$ cat src/rtl/fwn_pkg.sv
// Package for the fullwidth text normaliser: code point constants, ASCII
// constants and the struct that carries one mapped character between modules.
// No dependencies.
package fwn_pkg;

    localparam int CP_W   = 21;
    localparam int BYTE_W = 8;
    localparam int BODY_N = 4;
    localparam int OUT_N  = 5;
    localparam int CNT_W  = 3;

    localparam logic [CP_W-1:0] CP_IDEO_SPACE   = 21'h003000;
    localparam logic [CP_W-1:0] CP_FW_FIRST     = 21'h00FF01;
    localparam logic [CP_W-1:0] CP_FW_LAST      = 21'h00FF5E;
    localparam logic [CP_W-1:0] CP_NUM_FIRST    = 21'h002460;
    localparam logic [CP_W-1:0] CP_NUM_LAST     = 21'h00249B;
    localparam logic [CP_W-1:0] CP_LET_FIRST    = 21'h00249C;
    localparam logic [CP_W-1:0] CP_LET_LAST     = 21'h0024E9;
    localparam logic [CP_W-1:0] CP_ZERO_A       = 21'h0024EA;
    localparam logic [CP_W-1:0] CP_NEG_FIRST    = 21'h0024EB;
    localparam logic [CP_W-1:0] CP_NEG_LAST     = 21'h0024F4;
    localparam logic [CP_W-1:0] CP_DBL_FIRST    = 21'h0024F5;
    localparam logic [CP_W-1:0] CP_DBL_LAST     = 21'h0024FE;
    localparam logic [CP_W-1:0] CP_ZERO_B       = 21'h0024FF;
    localparam logic [CP_W-1:0] CP_ASCII_SPACE  = 21'h000020;
    localparam logic [CP_W-1:0] CP_ONE_BYTE_END = 21'h000080;
    localparam logic [CP_W-1:0] CP_TWO_BYTE_END = 21'h000800;
    localparam logic [CP_W-1:0] CP_BMP_END      = 21'h010000;

    localparam logic [BYTE_W-1:0] ASCII_SPACE   = 8'h20;
    localparam logic [BYTE_W-1:0] ASCII_BANG    = 8'h21;
    localparam logic [BYTE_W-1:0] ASCII_ZERO    = 8'h30;
    localparam logic [BYTE_W-1:0] ASCII_ONE     = 8'h31;
    localparam logic [BYTE_W-1:0] ASCII_TWO     = 8'h32;
    localparam logic [BYTE_W-1:0] ASCII_A_LOWER = 8'h61;

    typedef logic [BODY_N-1:0][BYTE_W-1:0] body_bytes_t;
    typedef logic [OUT_N-1:0][BYTE_W-1:0]  out_bytes_t;

    // One character after mapping, before any inserted space
    typedef struct packed {
        body_bytes_t      body;
        logic [CNT_W-1:0] len;
        logic             wide;
        logic             lit_space;
    } map_result_t;

endpackage

$ cat src/rtl/fwn_chan_if.sv
// Valid/ready channel interfaces for the normaliser: code points in, UTF-8
// bytes out. Depends on fwn_pkg.
interface fwn_char_if
    import fwn_pkg::*;
();
    logic              valid;
    logic              ready;
    logic [CP_W-1:0]   code_point;
    logic              start_of_text;

    modport source (output valid, output code_point, output start_of_text, input ready);
    modport sink   (input valid, input code_point, input start_of_text, output ready);
endinterface

interface fwn_utf8_if
    import fwn_pkg::*;
();
    logic              valid;
    logic              ready;
    logic [BYTE_W-1:0] out_byte0;
    logic [BYTE_W-1:0] out_byte1;
    logic [BYTE_W-1:0] out_byte2;
    logic [BYTE_W-1:0] out_byte3;
    logic [BYTE_W-1:0] out_byte4;
    logic [CNT_W-1:0]  byte_count;

    modport source (output valid, output out_byte0, output out_byte1, output out_byte2,
                    output out_byte3, output out_byte4, output byte_count, input ready);
    modport sink   (input valid, input out_byte0, input out_byte1, input out_byte2,
                    input out_byte3, input out_byte4, input byte_count, output ready);
endinterface

$ cat src/rtl/fwn_map.sv
// Character mapper: folds fullwidth and enclosed forms to ASCII and encodes
// everything else as UTF-8. Purely combinational. Depends on fwn_pkg.
module fwn_map
    import fwn_pkg::*;
(
    input  logic [CP_W-1:0] code_point,
    output map_result_t     result
);

    logic [CP_W-1:0] num_diff;
    logic [CP_W-1:0] let_diff;
    logic [CP_W-1:0] neg_diff;
    logic [CP_W-1:0] dbl_diff;
    logic [5:0]      num_off;
    logic [6:0]      let_off;
    logic [6:0]      let_mod;
    logic [4:0]      dec_val;
    logic            is_dec;

    assign num_diff = code_point - CP_NUM_FIRST;
    assign let_diff = code_point - CP_LET_FIRST;
    assign neg_diff = code_point - CP_NEG_FIRST;
    assign dbl_diff = code_point - CP_DBL_FIRST;
    assign num_off  = num_diff[5:0];
    assign let_off  = let_diff[6:0];

    always_comb
    begin
        priority if (let_off >= 7'd52)
            let_mod = let_off - 7'd52;
        else if (let_off >= 7'd26)
            let_mod = let_off - 7'd26;
        else
            let_mod = let_off;
    end

    // Enclosed numbers that become a decimal value 1..20
    always_comb
    begin
        is_dec  = 1'b1;
        dec_val = 5'd1;
        priority if (code_point >= CP_NUM_FIRST && code_point <= CP_NUM_LAST)
        begin
            priority if (num_off >= 6'd40)
                dec_val = 5'(num_off - 6'd39);
            else if (num_off >= 6'd20)
                dec_val = 5'(num_off - 6'd19);
            else
                dec_val = 5'(num_off + 6'd1);
        end
        else if (code_point >= CP_NEG_FIRST && code_point <= CP_NEG_LAST)
            dec_val = 5'(neg_diff[3:0]) + 5'd11;
        else if (code_point >= CP_DBL_FIRST && code_point <= CP_DBL_LAST)
            dec_val = 5'(dbl_diff[3:0]) + 5'd1;
        else
            is_dec = 1'b0;
    end

    always_comb
    begin
        result.body = '0;
        result.len  = 3'd1;
        priority if (code_point == CP_IDEO_SPACE)
            result.body[0] = ASCII_SPACE;
        else if (code_point >= CP_FW_FIRST && code_point <= CP_FW_LAST)
            result.body[0] = BYTE_W'(code_point - CP_FW_FIRST) + ASCII_BANG;
        else if (code_point == CP_ZERO_A || code_point == CP_ZERO_B)
            result.body[0] = ASCII_ZERO;
        else if (is_dec)
        begin
            priority if (dec_val >= 5'd20)
            begin
                result.body[0] = ASCII_TWO;
                result.body[1] = ASCII_ZERO;
                result.len     = 3'd2;
            end
            else if (dec_val >= 5'd10)
            begin
                result.body[0] = ASCII_ONE;
                result.body[1] = ASCII_ZERO + BYTE_W'(dec_val - 5'd10);
                result.len     = 3'd2;
            end
            else
                result.body[0] = ASCII_ZERO + BYTE_W'(dec_val);
        end
        else if (code_point >= CP_LET_FIRST && code_point <= CP_LET_LAST)
        begin
            result.body[0] = ASCII_A_LOWER + BYTE_W'(let_mod);
            result.body[1] = ASCII_SPACE;
            result.len     = 3'd2;
        end
        else if (code_point < CP_ONE_BYTE_END)
            result.body[0] = code_point[7:0];
        else if (code_point < CP_TWO_BYTE_END)
        begin
            result.body[0] = {3'b110, code_point[10:6]};
            result.body[1] = {2'b10, code_point[5:0]};
            result.len     = 3'd2;
        end
        else if (code_point < CP_BMP_END)
        begin
            result.body[0] = {4'b1110, code_point[15:12]};
            result.body[1] = {2'b10, code_point[11:6]};
            result.body[2] = {2'b10, code_point[5:0]};
            result.len     = 3'd3;
        end
        else
        begin
            result.body[0] = {5'b11110, code_point[20:18]};
            result.body[1] = {2'b10, code_point[17:12]};
            result.body[2] = {2'b10, code_point[11:6]};
            result.body[3] = {2'b10, code_point[5:0]};
            result.len     = 3'd4;
        end
        result.wide      = (result.len >= 3'd3);
        result.lit_space = (code_point == CP_ASCII_SPACE);
    end

endmodule

$ cat src/rtl/fullwidth_ascii_text_normalizer.sv
// Top level of the fullwidth text normaliser: input register, mapper, space
// insertion and result register. Depends on fwn_pkg, fwn_chan_if, fwn_map.
//
//  channel | dir | handshake   | payload
//  chars   | in  | valid/ready | code_point[20:0], start_of_text
//  utf8    | out | valid/ready | out_byte0..out_byte4[7:0], byte_count[2:0]
//
// One code point per cycle unless the result stalls; an accepted item passes the
// input register, the mapper and the result register. The width memory of
// the previous character updates as an item moves across the mapper.
// rst_n clears both valid flags and the previous-character memory.
// A stalled result holds the input register; chars.ready drops only when both
// registers are full and utf8.ready is low.
module fullwidth_ascii_text_normalizer
    import fwn_pkg::*;
(
    input  logic      clk,
    input  logic      rst_n,
    fwn_char_if.sink  chars,
    fwn_utf8_if.source utf8
);

    logic             in_valid_reg;
    logic [CP_W-1:0]  in_cp_reg;
    logic             in_sot_reg;
    logic             out_valid_reg;
    out_bytes_t       out_bytes_reg;
    out_bytes_t       out_bytes_next;
    logic [CNT_W-1:0] out_count_reg;
    logic [CNT_W-1:0] out_count_next;
    logic             have_prev_reg;
    logic             prev_wide_reg;
    logic             prev_space_reg;
    logic             advance;
    logic             load;
    logic             insert;
    map_result_t      mapped;

    fwn_map u_map
    (
        .code_point (in_cp_reg),
        .result     (mapped)
    );

    assign advance     = in_valid_reg && (!out_valid_reg || utf8.ready);
    assign chars.ready = !in_valid_reg || advance;
    assign load        = chars.valid && chars.ready;

    // Space at a switch between wide and narrow output, except at start of text or beside a literal space
    assign insert = have_prev_reg && !in_sot_reg &&
                    ((!prev_wide_reg && mapped.wide && !prev_space_reg) ||
                     (prev_wide_reg && !mapped.wide && !mapped.lit_space));

    always_comb
    begin
        if (insert)
        begin
            out_bytes_next = {mapped.body, ASCII_SPACE};
            out_count_next = mapped.len + 3'd1;
        end
        else
        begin
            out_bytes_next = {8'h00, mapped.body};
            out_count_next = mapped.len;
        end
    end

    always_ff @(posedge clk or negedge rst_n)
    begin
        if (!rst_n)
        begin
            in_valid_reg   <= 1'b0;
            out_valid_reg  <= 1'b0;
            have_prev_reg  <= 1'b0;
            prev_wide_reg  <= 1'b0;
            prev_space_reg <= 1'b0;
        end
        else
        begin
            if (chars.ready)
                in_valid_reg <= chars.valid;
            if (advance)
                out_valid_reg <= 1'b1;
            else if (utf8.ready)
                out_valid_reg <= 1'b0;
            if (advance)
            begin
                have_prev_reg  <= 1'b1;
                prev_wide_reg  <= mapped.wide;
                prev_space_reg <= mapped.lit_space;
            end
        end
    end

    // Payload registers: hold unless a transaction moves
    always_ff @(posedge clk)
    begin
        if (load)
        begin
            in_cp_reg  <= chars.code_point;
            in_sot_reg <= chars.start_of_text;
        end
        if (advance)
        begin
            out_bytes_reg <= out_bytes_next;
            out_count_reg <= out_count_next;
        end
    end

    assign utf8.valid      = out_valid_reg;
    assign utf8.out_byte0  = out_bytes_reg[0];
    assign utf8.out_byte1  = out_bytes_reg[1];
    assign utf8.out_byte2  = out_bytes_reg[2];
    assign utf8.out_byte3  = out_bytes_reg[3];
    assign utf8.out_byte4  = out_bytes_reg[4];
    assign utf8.byte_count = out_count_reg;

endmodule

$ cat src/flat_wrapper.sv
// flat-port wrapper written by rule: the top's interface ports become plain ports
module fullwidth_ascii_text_normalizer_flat import fwn_pkg::*;
  (clk, rst_n, chars_valid, chars_code_point, chars_start_of_text, chars_ready, utf8_valid, utf8_out_byte0, utf8_out_byte1, utf8_out_byte2, utf8_out_byte3, utf8_out_byte4, utf8_byte_count, utf8_ready);
  fwn_char_if chars_i ();
  fwn_utf8_if utf8_i ();
  input  logic clk;
  input  logic rst_n;
  input wire logic [$bits(chars_i.valid)-1:0] chars_valid;
  input wire logic [$bits(chars_i.code_point)-1:0] chars_code_point;
  input wire logic [$bits(chars_i.start_of_text)-1:0] chars_start_of_text;
  output wire logic [$bits(chars_i.ready)-1:0] chars_ready;
  output wire logic [$bits(utf8_i.valid)-1:0] utf8_valid;
  output wire logic [$bits(utf8_i.out_byte0)-1:0] utf8_out_byte0;
  output wire logic [$bits(utf8_i.out_byte1)-1:0] utf8_out_byte1;
  output wire logic [$bits(utf8_i.out_byte2)-1:0] utf8_out_byte2;
  output wire logic [$bits(utf8_i.out_byte3)-1:0] utf8_out_byte3;
  output wire logic [$bits(utf8_i.out_byte4)-1:0] utf8_out_byte4;
  output wire logic [$bits(utf8_i.byte_count)-1:0] utf8_byte_count;
  input wire logic [$bits(utf8_i.ready)-1:0] utf8_ready;
  assign chars_i.valid = chars_valid;
  assign chars_i.code_point = chars_code_point;
  assign chars_i.start_of_text = chars_start_of_text;
  assign chars_ready = chars_i.ready;
  assign utf8_valid = utf8_i.valid;
  assign utf8_out_byte0 = utf8_i.out_byte0;
  assign utf8_out_byte1 = utf8_i.out_byte1;
  assign utf8_out_byte2 = utf8_i.out_byte2;
  assign utf8_out_byte3 = utf8_i.out_byte3;
  assign utf8_out_byte4 = utf8_i.out_byte4;
  assign utf8_byte_count = utf8_i.byte_count;
  assign utf8_i.ready = utf8_ready;
  fullwidth_ascii_text_normalizer u_core (.clk(clk), .rst_n(rst_n), .chars(chars_i), .utf8(utf8_i));
endmodule
$ cat config.mk
export PLATFORM = sky130hd
export DESIGN_NAME = fullwidth_ascii_text_normalizer_flat
export DESIGN_NICKNAME = d
export VERILOG_FILES = /design/src/rtl/fwn_pkg.sv /design/src/rtl/fwn_chan_if.sv /design/src/rtl/fwn_map.sv /design/src/rtl/fullwidth_ascii_text_normalizer.sv /design/src/flat_wrapper.sv
export SDC_FILE = /design/constraint.sdc
export NUM_CORES = 1
export LEC_CHECK = 0
export BUFFER_PORTS_ARGS = -buffer_cell sky130_fd_sc_hd__buf_2
export CORE_MARGIN = 3
export CORE_UTILIZATION = 23
export CTS_CLUSTER_SIZE = 40
export DETAILED_ROUTE_END_ITERATION = 8
export HOLD_SLACK_MARGIN = 0.08
export PLACE_DENSITY = 0.51
export SYNTH_ARGS = -nofsm -noshare
export SYNTH_HDL_FRONTEND = slang
export SYNTH_SLANG_ARGS = --single-unit
$ cat constraint.sdc
create_clock -name clk -period 8.55 [get_ports clk]
set_input_delay 0.855 -clock clk [delete_from_list [all_inputs] [get_ports clk]]
set_output_delay 0.855 -clock clk [all_outputs]
set_load 0.01 [all_outputs]
==> flow_metrics.tcl <==
set metrics [dict create \
    p_seq_share_pct 44.2 \
    start_util_pct 23.9 \
    postCtsHoldBufs 0 \
    cp.required_ns 8.64 \
    tns_ns 0 \
    ys_warn_count 0 \
    synth_compound_area_share_pct 23.1 \
    chipHeight_um 155 \
    min_period_over_period_pct 78.5 \
    cts_sinks 68 \
    rr_endpoint "u_core.utf8.out_byte3[4]" \
    power.density_nw_per_um2 157 \
    drv_slew 0 \
    ctsResizeCount 0 \
    vias_per_cell 5.18 \
    skew_ns 0.00966 \
    nFillCells 2242 \
    drc 0 \
    hold_violations 0 \
    finalSetupViolCount 0 \
    yosysSeqAreaShare_pct 39.5 \
    synth_xor_area_share_pct 3.77 \
    synth_area_um2 5110 \
    cts-root-buf "clkbuf_16" \
    worst_path_max_delay_cell "or3b_2" \
    synth-simple-area-share_pct 19.1 \
    drive_gt1_share_pct 21.1 \
    diodes 0 \
    leakagePower_nw 2.27 \
    post_cts.repair.setup_buffers 0 \
    die-area_um2 24000 \
    grt_start_max_net_pins 42 \
    fp-row-count 53 \
    largest_reg_flops 21 \
    r2r_slack_ns 1.84 \
    htree_levels 3 \
    synthArstFlopShare_pct 7.35 \
    io_buffers 68 \
    post-route-util_pct 28.0 \
    use_met1_pct 19.3 \
    drt.antenna.violating_nets 0 \
    gr-usage-met2_pct 21.0 \
    wl_per_cell_um 19.5 \
    fin_area_um2 5990 \
    final_common_cell "buf_2" \
    grt_pass1_wl_um 25700 \
    crit_fanout 28 \
    ys_types 83 \
    nets 637 \
    area.growth.synth_to_final_pct 17.2 \
    reg2reg_from "u_core.in_cp_reg[2]" \
    worst_slew_pin_slew_ns 0.954 \
    crit_path_frequent_cell "ha_1" \
    multiInputGateArea_um2 2870 \
    fp.coreArea_um2 21400 \
    maxSlewHeadroom_pct 36.4 \
    status "finished clean" \
    rsz0062_at_grt "no" \
    synth_top_family_by_area "compound AO/OA/AOI/OAI gates" \
    reg2reg_depth 27 \
    dr.pass1.iters 5 \
    hpwl_um 12600 \
    synthAdderAreaFrac_pct 8.08 \
    use_met3_pct 3.20 \
    synthFlopType "edfxtp_1" \
    seq_area_um2 2020 \
    cts_tree "yes" \
    synth.area.mux_share_pct 1.86 \
    syn_avg_cell_area_um2 9.75 \
    vias 4441 \
    max_freq_mhz 149 \
    worstSetupPathType "reg2reg" \
    start_kind "flip-flop" \
    place_congestion 0.926 \
    clk_latency_ns 0.34 \
    drt_iter0_markers 404 \
    busiest_layer "met2" \
    final_cell_mix "buf_2 (68), edfxtp_1 (63), nor2_1 (41), nand2_1 (36), ha_1 (33)" \
    clk_pin_slew_worst_paths_ns 0.06 \
    cts_buffer_depth 2 \
    cp-end-kind "flip-flop" \
    grt_pass1_vias 4376 \
    irDropWorstVdd_mv 0.0651 \
    slowest_delay_ns 0.72 \
    track_usage_pct 13.9 \
    swShare_pct 29.3 \
    wl_um 16800 \
    ys_ff_latch 68 \
    die_width_um 155 \
    pin_count 71 \
    syn_inst 524 \
    overflow 0 \
    synth-edff-count 63 \
    critPathArrivalTime_ns 6.80 \
    antenna_found_initial 0 \
    hold_class "in2async" \
    cts_buffers 9 \
    drv_cap 0 \
    p_clk_share_pct 34.7 \
    p_int_w 0.000666 \
    fin_crit_ns 6.71 \
    dpl_cell_area_um2 5720 \
    p_sw_w 0.000276 \
    combinationalPowerShare_pct 21.2 \
]
[cells by family (layout without fill, tap and decap cells)]
logic type / count (synthesis) / count (layout)
muxes: 9 / 9
adders and majority gates: 33 / 33
xor gates and xnor gates: 22 / 22
buffers and inverters: 56 / 114
AOI/OAI and AO/OA: 150 / 150
and+or+nand+nor: 185 / 185
other: 1 / 2
DFF: 68 / 68
[through the flow]
| step | cells | power, W | setup WS, ns | hold WS, ns |
|---|---|---|---|---|
| finish | 858 | 0.000943 | 1.84 | 0.314 |
| global route | 858 | 0.000989 | 1.24 | 0.305 |
| CTS | 858 | 0.000952 | 1.93 | 0.309 |
| detailed placement | 842 | 0.000620 | 1.96 | 0.476 |
| global placement | 842 | 0.000621 | 2.00 | 0.479 |
| floorplan | 525 | 0.000551 | 2.83 | 0.441 |
[worst max path at each step]
stage	from	end	slack, ns	depth (start not counted)
finish	u_core.in_cp_reg[2]	u_core.utf8.out_byte3[4]	1.84	27
CTS	u_core.in_cp_reg[2]	u_core.utf8.out_byte3[4]	1.93	27
detailed placement	u_core.in_cp_reg[2]	u_core.utf8.out_byte3[4]	1.96	27
global route	u_core.in_cp_reg[2]	u_core.utf8.out_byte3[4]	1.24	27
global placement	u_core.in_cp_reg[2]	u_core.utf8.out_byte3[4]	2.00	27
floorplan	u_core.in_cp_reg[2]	u_core.utf8.out_byte3[0]	2.83	28
[worst max-delay path, delay by kind of cell, from the launching register on]
kind / cells / cell delay [ns]
AO/OA/AOI/OAI: 10 / 1.79
XOR/XNOR: 2 / 0.30
adder cells (fa/ha/maj): 4 / 1.04
buffers and inverters: 3 / 0.88
flip-flops: 1 / 0.32
AND/OR/NAND/NOR: 8 / 2.09
[layer usage]
| layer | vias up | wire [um] | part of all wire, % |
|---|---|---|---|
| met3 | 26 | 1150 | 6.8 |
| met2 | 182 | 7290 | 43 |
| met5 | - | 0 | 0 |
| met1 | 2127 | 7950 | 47 |
| met4 | 0 | 385 | 2.3 |
| li1 | 2106 | - | - |
[power by group through the flow]
| stage | logic (W) | registers [W] | clock network, W |
|---|---|---|---|
| after global routing | 0.000219 | 0.000418 | 0.000352 |
| after floorplan | 0.000126 | 0.000425 | 0 |
| final | 0.000199 | 0.000416 | 0.000327 |
| after CTS | 0.000199 | 0.000416 | 0.000337 |
| after detailed placement | 0.000198 | 0.000423 | 0 |
| after global placement | 0.000199 | 0.000423 | 0 |
[synthesized netlist by cell type, drive strengths merged (3+ instances only)]
| cell | instances | area [um2] |
|---|---|---|
| xor2 | 5 | 43.8 |
| a22o | 7 | 61.3 |
| or3 | 7 | 43.8 |
| nand3b | 4 | 30.0 |
| a21boi | 3 | 33.8 |
| a21o | 7 | 52.6 |
| nand3 | 20 | 100 |
| o22ai | 11 | 75.1 |
| nor2 | 41 | 154 |
| a211oi | 13 | 135 |
| a31oi | 8 | 50.1 |
| nor4 | 7 | 50.1 |
| nand2 | 36 | 135 |
| and2 | 7 | 43.8 |
| mux2i | 5 | 50.1 |
| ha | 33 | 413 |
| o211ai | 5 | 42.5 |
| a21oi | 33 | 176 |
| edfxtp | 63 | 1890 |
| or4 | 3 | 33.8 |
| o21ai | 18 | 90.1 |
| nand2b | 7 | 43.8 |
| and3 | 7 | 43.8 |
| a32o | 3 | 30.0 |
| xnor2 | 17 | 149 |
| nor3b | 4 | 30.0 |
| nor3 | 26 | 141 |
| a2bb2oi | 3 | 32.5 |
| clkbuf | 30 | 113 |
| mux2 | 4 | 45.0 |
| o221ai | 3 | 26.3 |
| a221oi | 3 | 26.3 |
| dfrtp | 5 | 125 |
| inv | 18 | 67.6 |
| nand4 | 5 | 31.3 |
| nand4b | 3 | 26.3 |
| buf | 6 | 43.8 |
[cell type report]
type / instances / share of cell area, %
multi-input combinational: 401 / 47.9
tap: 275 / 5.74
sequential: 68 / 33.7
clock buffer: 9 / 3.76
clock inverter: 7 / 0.731
timing repair buffer: 78 / 6.94
inverter: 20 / 1.25
No activity file was read; power rests on OpenSTA's default activity.
